--- src/sv/tidf_pkg.sv ---
`default_nettype none
package tidf_pkg;

	// default ceiling on the fixed output record size
	localparam int unsigned MAX_FIXED_RECORD_DEF = 1048576;

	// field widths
	localparam int unsigned CFG_W   = 21;
	localparam int unsigned BYTE_W  = 8;
	localparam int unsigned FILL_W  = 21;
	localparam int unsigned WORD_W  = 32;
	localparam int unsigned CFG_IDX_W = 2;

	// header with this top nibble stops the image
	localparam logic [WORD_W-1:0] MARK_MASK = 32'hF000_0000;

	// configuration register indexes
	localparam logic [CFG_IDX_W-1:0] REG_SKIP_FILES   = 2'd0;
	localparam logic [CFG_IDX_W-1:0] REG_RECORD_SIZE  = 2'd1;
	localparam logic [CFG_IDX_W-1:0] REG_PAD_ENABLE   = 2'd2;
	localparam logic [CFG_IDX_W-1:0] REG_SUMMARY_ONLY = 2'd3;

	// result kinds
	typedef enum logic [2:0] {
		KIND_DATA  = 3'd0,
		KIND_FILL  = 3'd1,
		KIND_MARK  = 3'd2,
		KIND_END   = 3'd3,
		KIND_TRUNC = 3'd4
	} kind_t;

	// one result beat
	typedef struct packed {
		kind_t              kind;
		logic [BYTE_W-1:0]  byte_value;
		logic [FILL_W-1:0]  fill_count;
	} res_t;

	// front to queue write
	typedef struct packed {
		logic valid;
		res_t res;
	} push_t;

	// queue to back read side
	typedef struct packed {
		logic valid;
		res_t res;
	} head_t;

endpackage
`default_nettype wire

--- src/sv/tidf_in_if.sv ---
`default_nettype none
interface tidf_in_if
	import tidf_pkg::*;
();
	logic              valid;
	logic              ready;
	logic              func;
	logic [BYTE_W-1:0] data_byte;

	modport source (output valid, output func, output data_byte, input ready);
	modport sink (input valid, input func, input data_byte, output ready);
endinterface
`default_nettype wire

--- src/sv/tidf_out_if.sv ---
`default_nettype none
interface tidf_out_if
	import tidf_pkg::*;
();
	logic              valid;
	logic              ready;
	logic [2:0]        kind;
	logic [BYTE_W-1:0] byte_value;
	logic [FILL_W-1:0] fill_count;

	modport source (output valid, output kind, output byte_value, output fill_count, input ready);
	modport sink (input valid, input kind, input byte_value, input fill_count, output ready);
endinterface
`default_nettype wire

--- src/sv/tidf_front.sv ---
`default_nettype none
module tidf_front
	import tidf_pkg::*;
#(
	parameter int unsigned MAX_FIXED_RECORD = MAX_FIXED_RECORD_DEF
) (
	input  wire logic                 clk,
	input  wire logic                 arst_n,
	tidf_in_if.sink                   din,
	input  wire logic                 cfg_we,
	input  wire logic [CFG_IDX_W-1:0] cfg_index,
	input  wire logic [CFG_W-1:0]     cfg_wdata,
	input  wire logic                 q_ready,
	output push_t                     push
);

	typedef enum logic [1:0] {
		PH_HEADER  = 2'd0,
		PH_DATA    = 2'd1,
		PH_TRAILER = 2'd2,
		PH_STOPPED = 2'd3
	} phase_t;

	localparam logic [WORD_W-1:0] MaxRec = WORD_W'(MAX_FIXED_RECORD);

	// configuration registers
	logic [CFG_W-1:0]  skip_files_q;
	logic [CFG_W-1:0]  record_size_q;
	logic              pad_enable_q;
	logic              summary_only_q;

	// framing state
	phase_t            phase_q, phase_n;
	logic [WORD_W-1:0] shift_q, shift_n;
	logic [1:0]        hcnt_q, hcnt_n;
	logic [WORD_W-1:0] len_q, len_n;
	logic [WORD_W-1:0] pos_q, pos_n;
	logic [CFG_W-1:0]  skip_q, skip_n;

	logic              accept;
	logic              quiet;
	logic [CFG_W-1:0]  rs;
	logic [WORD_W-1:0] shift_in;
	logic [WORD_W:0]   padded;
	logic [WORD_W-1:0] pos_inc;
	res_t              res;
	logic              res_v;

	assign din.ready = q_ready;
	assign accept    = din.valid && q_ready;
	assign quiet     = (skip_q != '0) || summary_only_q;

	// record size clamped to the ceiling
	assign rs = ({{(WORD_W-CFG_W){1'b0}}, record_size_q} > MaxRec) ?
		MaxRec[CFG_W-1:0] : record_size_q;

	assign shift_in = {din.data_byte, shift_q[WORD_W-1:BYTE_W]};
	assign padded   = {1'b0, len_q} + {{WORD_W{1'b0}}, len_q[0]};
	assign pos_inc  = pos_q + WORD_W'(1);

	// next state and result of one input beat
	always_comb begin
		phase_n = phase_q;
		shift_n = shift_q;
		hcnt_n  = hcnt_q;
		len_n   = len_q;
		pos_n   = pos_q;
		skip_n  = skip_q;
		res     = '{kind: KIND_DATA, byte_value: '0, fill_count: '0};
		res_v   = 1'b0;
		if (din.func) begin
			phase_n = PH_HEADER;
			shift_n = '0;
			hcnt_n  = '0;
			len_n   = '0;
			pos_n   = '0;
			res_v   = (phase_q != PH_STOPPED);
			res.kind = (phase_q == PH_HEADER && hcnt_q == '0) ? KIND_END : KIND_TRUNC;
		end else begin
			case (phase_q)
				PH_HEADER: begin
					shift_n = shift_in;
					if (hcnt_q != 2'd3) begin
						hcnt_n = hcnt_q + 2'd1;
					end else begin
						hcnt_n = '0;
						if (shift_in == '0) begin
							if (skip_q != '0) begin
								skip_n = skip_q - CFG_W'(1);
							end else if (!summary_only_q) begin
								phase_n  = PH_STOPPED;
								res_v    = 1'b1;
								res.kind = KIND_MARK;
							end
						end else if ((shift_in & MARK_MASK) == MARK_MASK) begin
							phase_n  = PH_STOPPED;
							res_v    = 1'b1;
							res.kind = KIND_MARK;
						end else begin
							len_n   = shift_in;
							pos_n   = '0;
							phase_n = PH_DATA;
						end
					end
				end
				PH_DATA: begin
					pos_n = pos_inc;
					if ({1'b0, pos_inc} >= padded) begin
						phase_n = PH_TRAILER;
						hcnt_n  = '0;
						shift_n = '0;
					end
					if (!quiet && pos_q < len_q &&
						(rs == '0 || pos_q < {{(WORD_W-CFG_W){1'b0}}, rs})) begin
						res_v          = 1'b1;
						res.byte_value = din.data_byte;
					end
				end
				PH_TRAILER: begin
					shift_n = shift_in;
					if (hcnt_q != 2'd3) begin
						hcnt_n = hcnt_q + 2'd1;
					end else begin
						phase_n = PH_HEADER;
						shift_n = '0;
						hcnt_n  = '0;
						len_n   = '0;
						pos_n   = '0;
						if (!quiet && pad_enable_q && rs != '0 &&
							len_q < {{(WORD_W-CFG_W){1'b0}}, rs}) begin
							res_v          = 1'b1;
							res.kind       = KIND_FILL;
							res.fill_count = rs - len_q[CFG_W-1:0];
						end
					end
				end
				default: begin
				end
			endcase
		end
	end

	assign push.valid = accept && res_v;
	assign push.res   = res;

	// state and configuration registers
	always_ff @(posedge clk or negedge arst_n) begin
		if (!arst_n) begin
			phase_q        <= PH_HEADER;
			shift_q        <= '0;
			hcnt_q         <= '0;
			len_q          <= '0;
			pos_q          <= '0;
			skip_q         <= '0;
			skip_files_q   <= '0;
			record_size_q  <= '0;
			pad_enable_q   <= 1'b0;
			summary_only_q <= 1'b0;
		end else begin
			if (accept) begin
				phase_q <= phase_n;
				shift_q <= shift_n;
				hcnt_q  <= hcnt_n;
				len_q   <= len_n;
				pos_q   <= pos_n;
				skip_q  <= skip_n;
			end
			if (cfg_we) begin
				case (cfg_index)
					REG_SKIP_FILES: begin
						skip_files_q <= cfg_wdata;
						skip_q       <= cfg_wdata;
					end
					REG_RECORD_SIZE:  record_size_q  <= cfg_wdata;
					REG_PAD_ENABLE:   pad_enable_q   <= cfg_wdata[0];
					REG_SUMMARY_ONLY: summary_only_q <= cfg_wdata[0];
					default: begin
					end
				endcase
			end
		end
	end

	// a stopped image swallows bytes without results
	assert property (@(posedge clk) disable iff (!arst_n)
		(accept && phase_q == PH_STOPPED) |-> !push.valid)
		else $error("result produced after stop");

	// skip count only falls on a completed zero header
	assert property (@(posedge clk) disable iff (!arst_n)
		(!cfg_we && !(accept && phase_q == PH_HEADER && hcnt_q == 2'd3)) |=>
			$stable(skip_q))
		else $error("skip count changed outside a file mark");

	// skip_files_q is kept as the last written value
	assert property (@(posedge clk) disable iff (!arst_n)
		(cfg_we && cfg_index == REG_SKIP_FILES) |=> (skip_q == skip_files_q))
		else $error("skip count not loaded on write");

endmodule
`default_nettype wire

--- src/sv/tidf_queue.sv ---
`default_nettype none
module tidf_queue
	import tidf_pkg::*;
(
	input  wire logic clk,
	input  wire logic arst_n,
	input  push_t     push,
	input  wire logic pop,
	output logic      q_ready,
	output head_t     head
);

	res_t       mem_q [2];
	logic       wptr_q;
	logic       rptr_q;
	logic [1:0] count_q;

	assign q_ready    = (count_q != 2'd2);
	assign head.valid = (count_q != 2'd0);
	assign head.res   = mem_q[rptr_q];

	// entry storage
	always_ff @(posedge clk) begin
		if (push.valid) begin
			mem_q[wptr_q] <= push.res;
		end
	end

	// pointers and fill level
	always_ff @(posedge clk or negedge arst_n) begin
		if (!arst_n) begin
			wptr_q  <= 1'b0;
			rptr_q  <= 1'b0;
			count_q <= '0;
		end else begin
			if (push.valid) begin
				wptr_q <= ~wptr_q;
			end
			if (pop) begin
				rptr_q <= ~rptr_q;
			end
			count_q <= count_q + {1'b0, push.valid} - {1'b0, pop};
		end
	end

	assert property (@(posedge clk) disable iff (!arst_n) count_q != 2'd3)
		else $error("queue level out of range");

	assert property (@(posedge clk) disable iff (!arst_n)
		(count_q == 2'd2) |-> !push.valid)
		else $error("push into full queue");

	assert property (@(posedge clk) disable iff (!arst_n)
		(count_q == 2'd0) |-> !pop)
		else $error("pop from empty queue");

endmodule
`default_nettype wire

--- src/sv/tidf_back.sv ---
`default_nettype none
module tidf_back
	import tidf_pkg::*;
(
	input  wire logic clk,
	input  wire logic arst_n,
	input  head_t     head,
	output logic      pop,
	tidf_out_if.source dout
);

	logic valid_q;
	res_t res_q;

	// refill the output register when empty or being taken
	assign pop = head.valid && (!valid_q || dout.ready);

	always_ff @(posedge clk or negedge arst_n) begin
		if (!arst_n) begin
			valid_q <= 1'b0;
		end else if (!valid_q || dout.ready) begin
			valid_q <= head.valid;
		end
	end

	always_ff @(posedge clk) begin
		if (pop) begin
			res_q <= head.res;
		end
	end

	assign dout.valid      = valid_q;
	assign dout.kind       = res_q.kind;
	assign dout.byte_value = res_q.byte_value;
	assign dout.fill_count = res_q.fill_count;

endmodule
`default_nettype wire

--- src/sv/tape_image_record_deframer.sv ---
`default_nettype none
// Tape image record deframer. Takes one image byte (or an end-of-image beat) per clock on din
// and gives at most one result per input beat on dout: data bytes, a zero-fill count for short
// records, a stop at a mark, image end, or a truncated record error. Input is taken every
// cycle as long as the two-entry result queue has room; a result passes through a queue write
// and then the output register before it reaches dout, and with dout.ready held high the
// block sustains one beat per cycle. The framing state machine in the front end decides each
// beat combinationally. Configuration is to be written through cfg_we/cfg_index/cfg_wdata
// only while the block is idle (the block itself does not enforce this); writing skip_files
// also reloads the file mark skip count, which otherwise carries over from one image to the next.
module tape_image_record_deframer
	import tidf_pkg::*;
#(
	parameter int unsigned MAX_FIXED_RECORD = MAX_FIXED_RECORD_DEF
) (
	input  wire logic                 clk,
	input  wire logic                 arst_n,
	tidf_in_if.sink                   din,
	tidf_out_if.source                dout,
	input  wire logic                 cfg_we,
	input  wire logic [CFG_IDX_W-1:0] cfg_index,
	input  wire logic [CFG_W-1:0]     cfg_wdata
);

	push_t push;
	head_t head;
	logic  q_ready;
	logic  pop;

	// classify beats and run the framing
	tidf_front #(
		.MAX_FIXED_RECORD(MAX_FIXED_RECORD)
	) u_front (
		.clk       (clk),
		.arst_n    (arst_n),
		.din       (din),
		.cfg_we    (cfg_we),
		.cfg_index (cfg_index),
		.cfg_wdata (cfg_wdata),
		.q_ready   (q_ready),
		.push      (push)
	);

	// decoupling queue
	tidf_queue u_queue (
		.clk     (clk),
		.arst_n  (arst_n),
		.push    (push),
		.pop     (pop),
		.q_ready (q_ready),
		.head    (head)
	);

	// output register
	tidf_back u_back (
		.clk    (clk),
		.arst_n (arst_n),
		.head   (head),
		.pop    (pop),
		.dout   (dout)
	);

endmodule
`default_nettype wire
--- src/flat_wrapper.sv ---
// flat-port wrapper written by rule: the top's interface ports become plain ports
module tape_image_record_deframer_flat import tidf_pkg::*;
#(
	parameter int unsigned MAX_FIXED_RECORD = MAX_FIXED_RECORD_DEF
)
  (clk, arst_n, cfg_we, cfg_index, cfg_wdata, din_valid, din_func, din_data_byte, din_ready, dout_valid, dout_kind, dout_byte_value, dout_fill_count, dout_ready);
  tidf_in_if din_i ();
  tidf_out_if dout_i ();
  input  wire logic clk;
  input  wire logic arst_n;
  input  wire logic cfg_we;
  input  wire logic [CFG_IDX_W-1:0] cfg_index;
  input  wire logic [CFG_W-1:0] cfg_wdata;
  input wire logic [$bits(din_i.valid)-1:0] din_valid;
  input wire logic [$bits(din_i.func)-1:0] din_func;
  input wire logic [$bits(din_i.data_byte)-1:0] din_data_byte;
  output wire logic [$bits(din_i.ready)-1:0] din_ready;
  output wire logic [$bits(dout_i.valid)-1:0] dout_valid;
  output wire logic [$bits(dout_i.kind)-1:0] dout_kind;
  output wire logic [$bits(dout_i.byte_value)-1:0] dout_byte_value;
  output wire logic [$bits(dout_i.fill_count)-1:0] dout_fill_count;
  input wire logic [$bits(dout_i.ready)-1:0] dout_ready;
  assign din_i.valid = din_valid;
  assign din_i.func = din_func;
  assign din_i.data_byte = din_data_byte;
  assign din_ready = din_i.ready;
  assign dout_valid = dout_i.valid;
  assign dout_kind = dout_i.kind;
  assign dout_byte_value = dout_i.byte_value;
  assign dout_fill_count = dout_i.fill_count;
  assign dout_i.ready = dout_ready;
  tape_image_record_deframer #(.MAX_FIXED_RECORD(MAX_FIXED_RECORD)) u_core (.clk(clk), .arst_n(arst_n), .din(din_i), .dout(dout_i), .cfg_we(cfg_we), .cfg_index(cfg_index), .cfg_wdata(cfg_wdata));
endmodule
--- config.mk ---
export PLATFORM = sky130hd
export DESIGN_NAME = tape_image_record_deframer_flat
export DESIGN_NICKNAME = d
export VERILOG_FILES = /design/src/sv/tidf_pkg.sv /design/src/sv/tidf_in_if.sv /design/src/sv/tidf_out_if.sv /design/src/sv/tidf_front.sv /design/src/sv/tidf_queue.sv /design/src/sv/tidf_back.sv /design/src/sv/tape_image_record_deframer.sv /design/src/flat_wrapper.sv
export SDC_FILE = /design/constraint.sdc
export NUM_CORES = 1
export LEC_CHECK = 0
export BUFFER_PORTS_ARGS = -buffer_cell sky130_fd_sc_hd__buf_4
export CORE_MARGIN = 2
export CORE_UTILIZATION = 60
export CTS_BUF_LIST = sky130_fd_sc_hd__clkbuf_4 sky130_fd_sc_hd__clkbuf_8 sky130_fd_sc_hd__clkbuf_16
export DETAILED_ROUTE_END_ITERATION = 8
export PLACE_DENSITY = 0.78
export SLEW_MARGIN = 20
export SYNTH_ARGS = -nofsm -noshare
export SYNTH_HDL_FRONTEND = slang
export SYNTH_SLANG_ARGS = --single-unit
--- constraint.sdc ---
create_clock -name clk -period 5.7 [get_ports clk]
set_clock_uncertainty 0.1 [all_clocks]
set_input_delay 0.285 -clock clk [delete_from_list [all_inputs] [get_ports clk]]
set_output_delay 0.285 -clock clk [all_outputs]
set_load 0.05 [all_outputs]
## After elaboration in Yosys (flattened, before gate mapping)

Memory sizes are Yosys's and may differ from the RTL's. A register that Yosys moved wholly into a read port is not among the register bits.
Index checks and enable logic that the tools add are counted.

| word-level totals | value |
|---|---|
| memories | 1 |
| register bits after elaboration | 149 |
| output and inout bits | 34 |
| input port bits | 37 |
| memory bits (writable) | 64 |
| logic and storage cells | 143 |

Memories:

| name | depth | bits a word | rd ports | clocked after memory_dff | write ports | RTL line | text |
|---|---|---|---|---|---|---|---|
| u_core.u_queue.mem_q | 2 | 32 | 1 | 1 | 1 | tidf_queue.sv:13 | `res_t mem_q [2];` |

| operators by class | value |
|---|---|
| $add $sub $neg | 7 |
| magnitude comparators | 5 |
| equal/unequal tests | 16 |
| bitwise gates (word level) | 2 |
| reduce and logical (&&, ||, !) cells | 34 |
| mux-type cells | 65 |

Operators by type and width:

| kind | count |
|---|---|
| two-way mux 32 bit | 12 |
| two-way mux 21 bit | 12 |
| case mux 32 bit (3 select lines) | 2 |
| less-than comparator 32 x 21 -> 1 bit | 2 |
| case mux 32 bit (2 select lines) | 1 |
| nonzero test 21 bit | 2 |
| adder 32 x 1 -> 33 bit | 1 |
| greater-or-equal comparator 32 x 33 -> 1 bit | 1 |
| adder 32 x 1 -> 32 bit (second input constant) | 1 |
| zero test 32 bit | 1 |
| less-than comparator 32 bit | 1 |
| two-way mux 29 bit | 1 |
| two-way mux 2 bit | 14 |
| > comparator 21 bit (second input constant) | 1 |
| zero test 21 bit | 1 |
| subtractor 21 x 1 -> 21 bit (second input constant) | 1 |
| subtractor 21 bit | 1 |
| two-way mux 8 bit | 2 |
| != test 3 bit (second input constant) | 5 |
| two-way mux 1 bit | 13 |
| two-way mux 3 bit | 4 |
| AND reduction 6 bit | 2 |
| logical AND 1 bit | 9 |
| != test 4 bit (second input constant) | 2 |
| other kinds (22) | 37 |

## Longest topological paths before layout

| depth | value |
|---|---|
| depth after elaboration | 13 |
| depth in mapped cells | 20 |
| mapped depth without buffers | 18 |

## Cells and area by module

Synthesis repeated with hierarchy kept, for this count alone.

| second synthesis, totals | value |
|---|---|
| cells, all modules | 1394 |
| area total of the unflattened synthesis | 14458.9 sq um |

Modules (own cells, without submodules):

| module | cells an instance | sequential area each (sq um) | instances | area an instance (sq um) |
|---|---|---|---|---|
| tidf_front | 1243 | 3403.3 | 1 | 10792.9 |
| tidf_queue | 115 | 2021.9 | 1 | 2661.3 |
| tidf_back | 36 | 985.9 | 1 | 1004.7 |

## Worst setup path after synthesis

No wires, ideal clock.

| timing | value |
|---|---|
| path kind | reg-to-reg |
| from | reg u_core.u_front.record_size_q[20] |
| to | mem u_core.u_queue.mem_q[0][0] in the netlist's numbering (enable) |
| library setup time | 421 ps |
| clock period less this slack | 4560 ps |
| setup slack | 1140 ps |
| arrival | 4039 ps |
| data required time | 5179 ps |
| buffers on the path | 1 |
| stages on the path, launching flop included | 13 |
| path through | dfrtp_1 -> clkinv_1 -> clkbuf_1 -> nand2_1 -> inv_1 -> ha_1 -> a2111o_1 -> o211ai_1 -> a31oi_1 -> o211ai_1 -> nand2_1 -> a311o_1 -> nor2_1 |

| on the way | value |
|---|---|
| word-level cells in the longest chain between the ends | 12 |
| elaborated cells between the ends (all ways) | 18 |
| classes of those cells | 3 x order compare; 8 x mux; 7 x reduce/logical |

Ends and longest elaborated chain:

| what | RTL line | text |
|---|---|---|
| start, declared | tidf_front.sv:28 | `logic [CFG_W-1:0] record_size_q;` |
| start signal, assigned | tidf_front.sv:174 | `REG_RECORD_SIZE: record_size_q <= cfg_wdata;` |
| > comparator 21 bit | tidf_front.sv:54 | `assign rs = ({{(WORD_W-CFG_W){1'b0}}, record_size_q} > MaxRec) ?` |
| two-way mux 21 bit * | tidf_front.sv:54 |  |
| parallel branches: the longest is 5 deep, another holds less-than comparator 32 x 21 -> 1 bit | n/a |  |
| case mux 1 bit (3 select lines) * | tidf_front.sv:80 | `case (phase_q)` |
| two-way mux 1 bit * | tidf_front.sv:71 | `if (din.func) begin` |
| logical AND 1 bit * | tidf_front.sv:143 | `assign push.valid = accept && res_v;` |
| two-way mux 1 bit * | tidf_queue.sv:24 | `if (push.valid) begin` |
| two-way mux 1 bit (implied by the code) * | tidf_queue.sv:25 | `mem_q[wptr_q] <= push.res;` |
| end, declared | tidf_queue.sv:13 |  |

Every way passes the cells marked *.

## Worst setup path in the final report

| timing | value |
|---|---|
| from | reg u_core.u_front.len_q[0] |
| to | reg u_core.u_front.hcnt_q[0] |

| on the way | value |
|---|---|
| word-level cells in the longest chain between the ends | 4 |

Ends and longest elaborated chain:

| what | RTL line | text |
|---|---|---|
| start, declared | tidf_front.sv:36 | `logic [WORD_W-1:0] len_q, len_n;` |
| start signal, assigned | tidf_front.sv:164 | `len_q <= len_n;` |
| adder 32 x 1 -> 33 bit | tidf_front.sv:58 | `assign padded = {1'b0, len_q} + {{WORD_W{1'b0}}, len_q[0]};` |
| greater-or-equal comparator 32 x 33 -> 1 bit | tidf_front.sv:108 | `if ({1'b0, pos_inc} >= padded) begin` |
| != test 3 bit (no source line) | n/a |  |
| AND reduction 3 bit (no source line) | n/a |  |
| end signal, assigned | tidf_front.sv:163 | `hcnt_q <= hcnt_n;` |
| end, declared | tidf_front.sv:35 | `logic [1:0] hcnt_q, hcnt_n;` |

No other way between the ends.
A chain may end at the register's enable or synchronous reset.

==> results by stage <==
Run status:
- The flow ran to the end, and the final reports show no timing, DRC or antenna violations.

Setup path:
- By startpoint and endpoint, the worst setup path is classified as reg -> reg.
- At the worst endpoint, the required time is 6020 ps.
- STA classifies the critical path startpoint as a register.
- For the worst setup path, the data arrival time is 4830 ps.
- The largest driver fanout on the critical path is 6.
- STA classifies the critical path endpoint as a register.

Clocking:
- Counting the buffers created by CTS gives 24.
- The number of buffers on the longest clock path is 3.
- The count of H-tree levels built during CTS is 1.
- Clock-pin slew was measured on the worst setup and hold paths at 60 ps.
- The TritonCTS clock tree is yes.
- For this design, the sink count on the clock tree is 237.
- The clock latency reported for the late side of the worst-skew pair is 540 ps.
- Once the clock tree was built, the setup fixing pass inserted 0 buffers.
- The root buffer cell chosen for the clock tree is sky130_fd_sc_hd__clkbuf_16.

Yosys:
- The leading area contributor after synthesis is sky130_fd_sc_hd__dfrtp_1.
- The post-synthesis cell type count is 68.
- Among all flip-flop cells after synthesis, the most frequent one is sky130_fd_sc_hd__dfrtp_1.
- The fraction of synthesized cell area taken by the top area cell type is 0.246.
- The post-synthesis cell count is 1431.
- The count of flip-flops with a built-in enable after synthesis is 96.
- Dividing the synthesized area by the synthesized cell count gives 10.0 µm².
- Of all flip-flops after synthesis, the portion carrying an async set or reset was 0.595.
- Yosys attributes the largest share of cell area to sky130_fd_sc_hd__dfrtp_1, sky130_fd_sc_hd__edfxtp_1, sky130_fd_sc_hd__ha_1.
- In this run, synthesis produced a sequential element count of 237.
- After synthesis the cells add up to 14300 µm².
- The share of the Yosys chip area taken by registers is 0.447.
- The Yosys warning count is 0.
- The number of nets produced by synthesis is 1603.

Run:
- Across the run, the number of max-cap violations was 0.

Power and ir drop:
- The power density normalized to cell area is 422 nW/µm².
- The peak supply drop is 282 µV.
- The analysis attributes to cell leakage a power of 6.97 nW.
- The sum of internal, switching and leakage power is 0.00689 W.

Finish:
- After the last flow step, the layout net total stands at 1696.
- The fraction of final layout cells sized beyond drive strength 1 is 0.130.
- The number of antenna repair diodes is 0.
- The area growth from synthesis to layout is 14.0%.
- Counting the fill cells in the layout gives 1677.

Timing:
- The worst slew margin relative to its limit is 0.420.
- The top achievable clock speed is 221 MHz.
- The hold violation count in the final report is 0.
- Setup repair after global routing left no endpoint under its margin.
- The measured slew at the worst slew-check pin is 870 ps.
- The number of setup violations in the final report is 0.
- The period utilization is 0.792.
- The final max-slew violation count was 0.
- Summed over all failing endpoints, the final setup total negative slack is 0 ps.
- Counting I/O delays and the setup requirement, the final critical path takes 4520 ps.

Placement:
- The number of buffers added on ports is 70.
- The sum of net half-perimeters after detailed placement is 26900 µm.
- The last weighted congestion value of the routability-driven placer is 1.05.

Routing:
- In the final routed layout, each cell accounts on average for 19.4 µm.
- The number of DRC violations after detailed-routing iteration 0 is 893.
- The remaining antenna violation count is 0.
- The total DRC errors in the routed layout is 0.
- The final wirelength is 36000 µm.
- In the routed layout, each cell is associated on average with a via count of 6.00.
- The number of optimization iterations in the first detailed-route pass is 5.
- The total via count after detailed routing is 11200.

Min path:
- The kind of path behind the tightest hold check is in -> reg.

Global route:
- The initial antenna violation count was 0.
- For this run, the total global-route usage over all layers was measured as 0.288.
- The sum of overflow across all layers after global routing is 0.
- The number of global-route vias before repair came to 10400.
- The maximum number of pins on one net before global-route repair is 79.
- The first global-routing pass estimated 56300 µm of wire.

Floorplanning:
- In this run the count of I/O pins placed on the die edge is 71.
- The area of the die is 25200 µm².
- The standard cell core area is 23500 µm².
- The starting density of the core is 0.611.
- The width of the die is 159 µm.
- The die height is 159 µm.
- The number of core rows is 56.
## Yosys cell counts, types with 5 or more instances
master                       n
sky130_fd_sc_hd__xnor2_1    71
sky130_fd_sc_hd__nand2b_1   10
sky130_fd_sc_hd__and3_1     19
sky130_fd_sc_hd__a31oi_1    10
sky130_fd_sc_hd__nor2_1     75
sky130_fd_sc_hd__mux2i_1    34
sky130_fd_sc_hd__clkbuf_1   43
sky130_fd_sc_hd__nand3b_1    5
sky130_fd_sc_hd__ha_1      134
sky130_fd_sc_hd__nand4_1    26
sky130_fd_sc_hd__dfrtp_1   141
sky130_fd_sc_hd__nor4_1     22
sky130_fd_sc_hd__o41ai_1     5
sky130_fd_sc_hd__xor2_1     26
sky130_fd_sc_hd__inv_1     103
sky130_fd_sc_hd__a21oi_1    48
sky130_fd_sc_hd__and2_1     12
sky130_fd_sc_hd__o31ai_1    11
sky130_fd_sc_hd__a211oi_1   10
sky130_fd_sc_hd__nor2b_1     8
sky130_fd_sc_hd__edfxtp_1   96
sky130_fd_sc_hd__nand3_1    59
sky130_fd_sc_hd__a21o_1     17
sky130_fd_sc_hd__and4_1      9
sky130_fd_sc_hd__o21ai_1     6
sky130_fd_sc_hd__nor3_1     33
sky130_fd_sc_hd__o21ai_0   116
sky130_fd_sc_hd__mux2_2     58
sky130_fd_sc_hd__nand2_1   164
## worst paths after layout
path                                      startpoint                               end  slack (ps)  cells after the start
setup / recovery             u_core.u_front.len_q[0]          u_core.u_front.hcnt_q[0]        1180                     14
hold / removal                          cfg_index[0]     u_core.u_front.summary_only_q          20                      3
setup reg to reg             u_core.u_front.len_q[0]          u_core.u_front.hcnt_q[0]        1180                     14
hold reg to reg            u_core.u_queue.count_q[1]         u_core.u_queue.count_q[1]         410                      1
max in group asynchronous                     arst_n   u_core.u_front.record_size_q[5]        3950                      3
min in group asynchronous                     arst_n  u_core.u_front.record_size_q[20]         230                      2
## timing repair
item / CTS / global route
endpoints found under the hold margin: 142 / 0
gates resized for setup: 0 / 0
hold buffers: 31 / 0
## critical path, stage by stage, from the launching register on
cell and delay, ps:
sky130_fd_sc_hd__dfrtp_1 470, sky130_fd_sc_hd__ha_1 220, sky130_fd_sc_hd__nand3_1 170, sky130_fd_sc_hd__or2_0 410, sky130_fd_sc_hd__nor2_1 220, sky130_fd_sc_hd__nand4_1 140, sky130_fd_sc_hd__xnor2_1 170, sky130_fd_sc_hd__ha_1 310
sky130_fd_sc_hd__nand4_1 170, sky130_fd_sc_hd__nor3_1 560, sky130_fd_sc_hd__a221oi_1 260, sky130_fd_sc_hd__a21oi_1 230, sky130_fd_sc_hd__o21ai_1 170, sky130_fd_sc_hd__a211oi_1 430, sky130_fd_sc_hd__mux2_2 380
## kinds of logic after synthesis
| group | synth area share |
|---|---|
| fa+ha+maj | 0.118 |
| buf+inv | 0.0398 |
| flops | 0.447 |
| xor+xnor | 0.0604 |
| mux | 0.0693 |
| compound gates | 0.103 |
| simple gates | 0.162 |
## power breakdown
group / switching [W] / internal [W]
Clock: 0.000687 / 0.000867
Combinational: 0.00180 / 0.00105
Sequential: 0.000304 / 0.00219
## flip-flops by register name, summed over array words and instances, names as in the netlist, 2 cells and up
name                           cells
u_core.u_front.len_q              32
u_core.u_back.dout.fill_count     21
u_core.u_front.phase_q             2
u_core.u_front.record_size_q      21
u_core.u_front.hcnt_q              2
u_core.u_queue.count_q             2
u_core.u_front.skip_q             21
u_core.u_front.shift_q            24
u_core.u_front.pos_q              32
u_core.u_back.dout.byte_value      8
u_core.u_back.dout.kind            3
u_core.u_queue.mem_q              64
## cells in the final DEF, fill, tap and decap left out, drive strengths merged, types with 26 or more instances in the layout
cell	n
edfxtp	96
nand4	26
ha	134
inv	104
xor2	26
o21ai	122
nand3	59
clkbuf	27
xnor2	72
dfrtp	141
mux2i	34
nand2	164
mux2	58
buf	83
nor3	34
nor2	75
a21oi	48
dlygate4sd3	31
## cell type report
type | instances | area (µm²) | area share
multi-input cells | 1043 | 7390 | 0.452
flip-flops and latches | 237 | 6410 | 0.392
repair buffers | 114 | 957 | 0.0586
clock buffers | 27 | 642 | 0.0393
well taps | 319 | 399 | 0.0244
inverters | 104 | 390 | 0.0239
clock inverters | 17 | 149 | 0.00911
## per-layer routing
layer  global-route usage  part of all wire  wire, µm  vias up
met5                    0                 0         0        -
met4                0.106             0.038      1370        0
met3               0.0316             0.066      2380       84
met2                0.457              0.46     16500      413
met1                0.412              0.44     15800     5376
li1                     -                 -         -     5298
## per-stage QoR
step	hold slack, ps	utilization	cell area [µm²]	instances	setup slack [ps]
final	24.8	0.696	16300	1861	1180
after detailed placement	268	0.649	15200	1785	1260
after CTS	11.4	0.695	16300	1860	1240
after global routing	42.5	0.696	16300	1861	888
after floorplan	-111	-	14300	1431	1140
after global placement	272	0.648	15200	1784	1360
No activity file was read; power rests on OpenSTA's default activity.
